**src/hdl/falb_pkg.sv**
```systemverilog
// Package for the flow affinity least-load balancer.
// Types, sizes and command/status structs shared by controller, datapath and top.
// No dependencies.
package falb_pkg;

   localparam int unsigned SERVERS    = 16;
   localparam int unsigned FLOWS      = 256;
   localparam int unsigned SRV_W      = $clog2(SERVERS);
   localparam int unsigned FLOW_W     = $clog2(FLOWS);
   localparam int unsigned FLOW_CNT_W = $clog2(FLOWS + 1);
   localparam int unsigned SLOT_W     = 4;
   localparam logic [31:0] LOAD_INF   = 32'hffffffff;

   localparam logic ACTION_LOOKUP = 1'b0;
   localparam logic ACTION_WRITE  = 1'b1;

   typedef struct packed {
      logic        action;
      logic [31:0] source_address;
      logic [31:0] destination_address;
      logic [15:0] source_port;
      logic [15:0] destination_port;
      logic [7:0]  protocol_number;
      logic [3:0]  slot_select;
      logic [31:0] slot_address;
   } req_type;

   typedef struct packed {
      logic [3:0]  server_index;
      logic [31:0] server_address;
      logic        new_flow;
      logic        flow_recorded;
   } rsp_type;

   // controller -> datapath
   typedef struct packed {
      logic load_req;       // latch request beat
      logic do_write;       // server slot write
      logic flow_clear;     // reset flow scan index
      logic flow_read;      // issue table read at scan index
      logic flow_check;     // compare registered read data, advance index on no match
      logic srv_clear;      // reset server scan
      logic srv_load;       // start divide for current server
      logic div_step;       // one restoring divide step
      logic srv_finish;     // compare quotient, advance server
      logic do_hit;         // commit hit
      logic do_miss;        // commit miss
      logic send;           // strobe result
   } cmd_type;

   // datapath -> controller
   typedef struct packed {
      logic is_write;
      logic hit;            // match seen in last check
      logic flow_last;      // entry being checked is the last stored flow
      logic srv_end;        // server scan done
      logic div_done;
   } sts_type;

endpackage

```
**src/hdl/falb_ctrl.sv**
```systemverilog
// Controller state machine for the flow affinity least-load balancer.
// Depends on falb_pkg (cmd_type, sts_type).
module falb_ctrl (
   input  logic              clock,
   input  logic              reset,
   input  logic              start,
   output logic              busy,
   input  falb_pkg::sts_type sts,
   output falb_pkg::cmd_type cmd
);

   typedef enum logic [3:0] {
      ST_IDLE, ST_DECODE, ST_FREAD, ST_FWAIT, ST_FCHECK,
      ST_SNEXT, ST_DIV, ST_SFIN, ST_COMMIT, ST_SEND
   } state_type;

   state_type state_ff, state_in;
   logic      miss_ff, miss_in;

   always_comb begin
      state_in = state_ff;
      miss_in  = miss_ff;
      cmd      = '0;
      case (state_ff)
         ST_IDLE: begin
            if (start) begin
               cmd.load_req = 1'b1;
               state_in     = ST_DECODE;
            end
         end
         ST_DECODE: begin
            if (sts.is_write) begin
               cmd.do_write = 1'b1;
               state_in     = ST_SEND;
            end else begin
               cmd.flow_clear = 1'b1;
               state_in       = ST_FREAD;
            end
         end
         ST_FREAD: begin
            cmd.flow_read = 1'b1;
            state_in      = ST_FWAIT;
         end
         ST_FWAIT: state_in = ST_FCHECK;
         ST_FCHECK: begin
            cmd.flow_check = 1'b1;
            if (sts.hit) begin
               miss_in  = 1'b0;
               state_in = ST_COMMIT;
            end else if (sts.flow_last) begin
               cmd.srv_clear = 1'b1;
               miss_in       = 1'b1;
               state_in      = ST_SNEXT;
            end else begin
               state_in = ST_FREAD;
            end
         end
         ST_SNEXT: begin
            if (sts.srv_end) begin
               state_in = ST_COMMIT;
            end else begin
               cmd.srv_load = 1'b1;
               state_in     = ST_DIV;
            end
         end
         ST_DIV: begin
            if (sts.div_done) begin
               state_in = ST_SFIN;
            end else begin
               cmd.div_step = 1'b1;
            end
         end
         ST_SFIN: begin
            cmd.srv_finish = 1'b1;
            state_in       = ST_SNEXT;
         end
         ST_COMMIT: begin
            cmd.do_hit  = !miss_ff;
            cmd.do_miss = miss_ff;
            state_in    = ST_SEND;
         end
         ST_SEND: begin
            cmd.send = 1'b1;
            state_in = ST_IDLE;
         end
         default: state_in = ST_IDLE;
      endcase
   end

   always_ff @(posedge clock) begin
      if (reset) begin
         state_ff <= ST_IDLE;
         miss_ff  <= 1'b0;
      end else begin
         state_ff <= state_in;
         miss_ff  <= miss_in;
      end
   end

   assign busy = (state_ff != ST_IDLE);

   a_one_result: assert property (@(posedge clock) disable iff (reset)
      cmd.send |=> !cmd.send)
      else $error("result strobed twice");
   a_hit_miss_excl: assert property (@(posedge clock) disable iff (reset)
      !(cmd.do_hit && cmd.do_miss))
      else $error("hit and miss commit together");
   a_start_taken: assert property (@(posedge clock) disable iff (reset)
      (start && !busy) |=> busy)
      else $error("accepted beat did not raise busy");

endmodule

```
**config.mk**
```make
export PLATFORM = sky130hd
export DESIGN_NAME = falb_ctrl
export DESIGN_NICKNAME = d
export VERILOG_FILES = /design/src/hdl/falb_pkg.sv /design/src/hdl/falb_ctrl.sv
export SDC_FILE = /design/constraint.sdc
export NUM_CORES = 1
export LEC_CHECK = 0
export BUFFER_PORTS_ARGS = -buffer_cell sky130_fd_sc_hd__buf_2
export CORE_AREA = 2 2 39 41
export CTS_BUF_LIST = sky130_fd_sc_hd__clkbuf_4 sky130_fd_sc_hd__clkbuf_8 sky130_fd_sc_hd__clkbuf_16
export CTS_CLUSTER_SIZE = 30
export DETAILED_ROUTE_END_ITERATION = 8
export DIE_AREA = 0 0 41 43
export GPL_ROUTABILITY_DRIVEN = 0
export HOLD_SLACK_MARGIN = 0.05
export MAX_ROUTING_LAYER = met4
export PLACE_DENSITY_LB_ADDON = 0.05
export SETUP_SLACK_MARGIN = 0.2
export SLEW_MARGIN = 20
export SYNTH_ARGS = -nofsm -noshare
export SYNTH_HDL_FRONTEND = slang
export SYNTH_SLANG_ARGS = --single-unit
```
**constraint.sdc**
```tcl
create_clock -name clock -period 1.3 [get_ports clock]
set_clock_uncertainty 0.05 [all_clocks]
set_input_delay 0.195 -clock clock [delete_from_list [all_inputs] [get_ports clock]]
set_output_delay 0.195 -clock clock [all_outputs]
set_load 0.05 [all_outputs]
```
# Word level (Yosys, flattened, before mapping)

Cells that the tools add are included.

Equal/unequal tests: 11
Muxes and demuxes: 25
Reductions and logical operators: 6

Operators by type and width:

| cell                 | count |
|---|---|
| $pmux W4 S9          | 1 |
| $mux W4              | 5 |
| $eq A4 B3 Y1 const B | 4 |
| $mux W1              | 15 |
| $eq A4 B2 Y1 const B | 2 |
| $eq A4 B4 Y1 const B | 2 |
| $mux W2              | 3 |
| $eq A4 B1 Y1 const B | 1 |
| $logic_not A4 Y1     | 1 |
| $ne A2 B2 Y1 const B | 2 |
| $reduce_and A2 Y1    | 2 |
| $reduce_bool A4 Y1   | 1 |
| $mux W3              | 1 |
| $reduce_bool A2 Y1   | 1 |
| $logic_not A1 Y1     | 1 |

Bits in registers: 5
Output and inout bits: 13

# Logic depth before layout (Yosys ltp)

Word-level depth: 3
Depth in mapped cells: 4
Gate-level depth less buffers: 3

# Least setup slack after synthesis

OpenSTA, ideal clock, no wires.

Kind: flip-flop to flip-flop
From: register state_ff[3]
To: register state_ff[0]
Arrival: 2.307 ns
Required time: 1.019 ns
Setup slack: -1.288 ns
Stages on the path, launching flop included: 4
Period minus slack after synthesis: 2.588 ns
Path through: dfxtp_1 > nand2b_1 > nor4b_1 > a2111oi_2

Cells in the longest elaborated chain, start to end: 3

Ends and longest elaborated chain:

| element                                                 | line            | text |
|---|---|---|
| start, declared                                         | falb_ctrl.sv:17 | `state_type state_ff, state_in;` |
| start signal, assigned                                  | falb_ctrl.sv:95 | `state_ff <= state_in;` |
| $eq A4 B3 Y1 / $logic_not A4 Y1 (equally long branches) | falb_ctrl.sv:24 | `case (state_ff)` |
| $ne A2 B2 Y1 (no line)                                  | -               |  |
| $reduce_and A2 Y1 (no line)                             | -               |  |

Several ways; a longest one is shown, not always the timed one.
A chain may end at the register's enable or synchronous reset.

==> impl_metrics.env <==
export IMPL_r2r_end="state_ff[0]"
export IMPL_finalPower_mw=1.06
export IMPL_critical_path_startpoint_type="flop"
export IMPL_wire_per_inst_um=13.6
export IMPL_max_slew_margin=0.813
export IMPL_clk_path_buf_depth=2
export IMPL_setup_slack_ns=-0.250
export IMPL_antenna_found_initial=0
export IMPL_async_flop_share=0
export IMPL_synth_edff_count=0
export IMPL_hold_class="in2reg"
export IMPL_die_width_um=41
export IMPL_yosys_warnings=0
export IMPL_start_util=0.322
export IMPL_h_tree_depth=1
export IMPL_grt_pass1_wl_mm=2.54
export IMPL_synth_seq_cells=5
export IMPL_synth_top_area_frac=0.225
export IMPL_rsz0062_at_grt="true"
export IMPL_grt_usage=0.218
export IMPL_crit_required_ns=1.05
export IMPL_crit_type="reg2out"
export IMPL_area_delta_synth_final_pct=144
export IMPL_finalCritPeriodShare=1.19
export IMPL_io_buffers=20
export IMPL_p_per_area_nw_per_um2=971
export IMPL_drc=0
export IMPL_drv_slew=0
export IMPL_drtAntennaViolNets=0
export IMPL_syn_area_um2=445
export IMPL_synth_ff_type="dfxtp_1"
export IMPL_avgSynthCellArea_um2=7.55
export IMPL_vias_per_cell=5.10
export IMPL_yosysTopAreaCell="dfxtp_1"
export IMPL_dr_total_vias=622
export IMPL_status="finished with violations"
export IMPL_fin_tns_setup_ns=-2.58
export IMPL_crit_path_start="state_ff[3]"
export IMPL_gr_total_overflow=0
export IMPL_syn_instance_count=59
export IMPL_place_hpwl_mm=1.10
export IMPL_r2r_start="state_ff[1]"
export IMPL_first_pass_iters=2
export IMPL_reg2reg_depth=4
export IMPL_root_buffer="clkbuf_4"
export IMPL_io_pins=21
export IMPL_synth_seq_area_share=0.225
export IMPL_grt_max_degree=9
export IMPL_timing_fmax_mhz=645
export IMPL_cts_sinks=5
export IMPL_highest_layer="met4"
export IMPL_setup_viol=15
export IMPL_final_layout_size_suffix_gt1_frac=0.755
export IMPL_wl_met2_um=907
export IMPL_die_height_um=43
export IMPL_cts_tree="built"
export IMPL_cts_hold_buf=0
export IMPL_cap_violations=0
export IMPL_wl_met3_um=27
export IMPL_diodes=0
export IMPL_numCtsBuffers=3
export IMPL_num_rows=14
export IMPL_drtIter0Drc=8
export IMPL_core_um2=1380
export IMPL_hold_viol_final=0
export IMPL_syn_nets=67
export IMPL_clkLatencyLatePin_ns=0.24
export IMPL_vdd_ir_drop_max_mv=0.588
export IMPL_grt_pass1_vias=604
export IMPL_synth_lib_cells_used_distinct=30
export IMPL_register_area_um2=115
export IMPL_min_period_ns=1.55
export IMPL_worstHoldPathCells=2
export IMPL_place_inst=108
export IMPL_die_area_um2=1760
export IMPL_synth_area_leaders="dfxtp_1, nor2_1, a21oi_1"
export IMPL_drt_met1_wl_um=702
export IMPL_crit_arrival_ns=1.31
export IMPL_worst_pin_slew_ns=0.278
export IMPL_cts_clk_slew_worst_paths_ns=0.05
export IMPL_violations="negative setup slack"
export IMPL_rrSetupSlack_ns=-0.12
export IMPL_nets=115
export IMPL_holdPathEnd="miss_ff"
export IMPL_worstPathMaxFanout=6
export IMPL_fillers=87
export IMPL_multi_input_area_um2=472
export IMPL_cp_end_kind="output port"
export IMPL_finalNonFillerCells=122
export IMPL_p_leak_nw=0.476
export IMPL_min_from="sts[3]"
export IMPL_finalWirelength_mm=1.66
[cell usage in the layout (no fill, tap or decap), drive strengths merged]
cell,instances
nor4bb,1
buf,47
clkbuf,4
a21oi,5
and2,1
a22o,1
nor4b,2
nor3,2
nor2,8
and3,4
a32oi,1
o21ai,3
nor4,1
nor3b,1
and3b,1
o21bai,2
nand4bb,1
a2111oi,1
nand2b,1
nor2b,3
dfxtp,5
mux2,1
nand2,4
a21o,1
mux2i,1
inv,2
a211oi,1
o211a,1
[cell usage after synthesis (2+ instances only)]
library cell / count
nor2b_1: 3
buf_2: 2
o21ai_0: 3
nor3_1: 2
inv_1: 2
nor2_1: 8
and3_1: 4
o21bai_1: 2
a21oi_1: 5
nand2_1: 4
dfxtp_1: 5
[power by group]
group          internal (mW)  leakage, nW  switching [mW]
Combinational          0.317        0.413           0.317
Clock                  0.137       0.0184          0.0691
Sequential             0.173       0.0436          0.0434
Total                  0.628        0.475           0.430
[repair_timing]
item                                   4_1_cts  5_1_grt
setup endpoints to repair                   18       18
gates resized for setup                     46        9
gates cloned                                 0        0
pin swaps                                   14        9
setup buffers                                5        5
endpoints found under the hold margin        0        0
[sequential cells by signal (all words and copies together) (netlist names)]
register / flops
state_ff: 4
miss_ff: 1
[worst max path at each step]
stage / endpoint / cells past startpoint
6_report: cmd[4] / 3
5_1_grt: cmd[4] / 3
4_1_cts: cmd[6] / 3
3_5_place_dp: cmd[6] / 3
3_3_place_gp: cmd[6] / 3
2_1_floorplan: state_ff[2] / 3
[logic make-up after synthesis]
| kind of cell | count (synthesis) | share of synthesized area |
|---|---|---|
| buf+inv | 6 | 0.0646 |
| flops | 5 | 0.225 |
| mux | 2 | 0.0562 |
| compound gates | 16 | 0.253 |
| simple gates | 30 | 0.402 |
[worst max-delay path, cell delays in order (launching register included)]
cell,delay (ns)
dfxtp_4,0.36
nand2b_1,0.20
nor4b_4,0.29
buf_6,0.21
[area by class of cell]
type,count,area share
clock buffer,4,0.0276
timing repair buffer,47,0.408
sequential,5,0.106
inverter,2,0.00690
multi-input combinational,48,0.433
tap,16,0.0184
[through the flow]
step / utilization / hold slack (ns) / area [um2] / worst slack (ns)
2_1_floorplan: - / 0.206 / 576 / -0.534
3_3_place_gp: 0.571 / 0.396 / 790 / -0.128
3_5_place_dp: 0.571 / 0.397 / 790 / -0.130
4_1_cts: 0.731 / 0.137 / 1010 / -0.251
5_1_grt: 0.787 / 0.155 / 1090 / -0.291
6_report: 0.787 / 0.150 / 1090 / -0.250
[layer usage]
metal	track usage	up-vias
met5	-	-
met4	0.0800	0
met3	0.0314	2
met2	0.369	12
met1	0.243	296
li1	-	312
No activity file was read; power rests on OpenSTA's default activity.
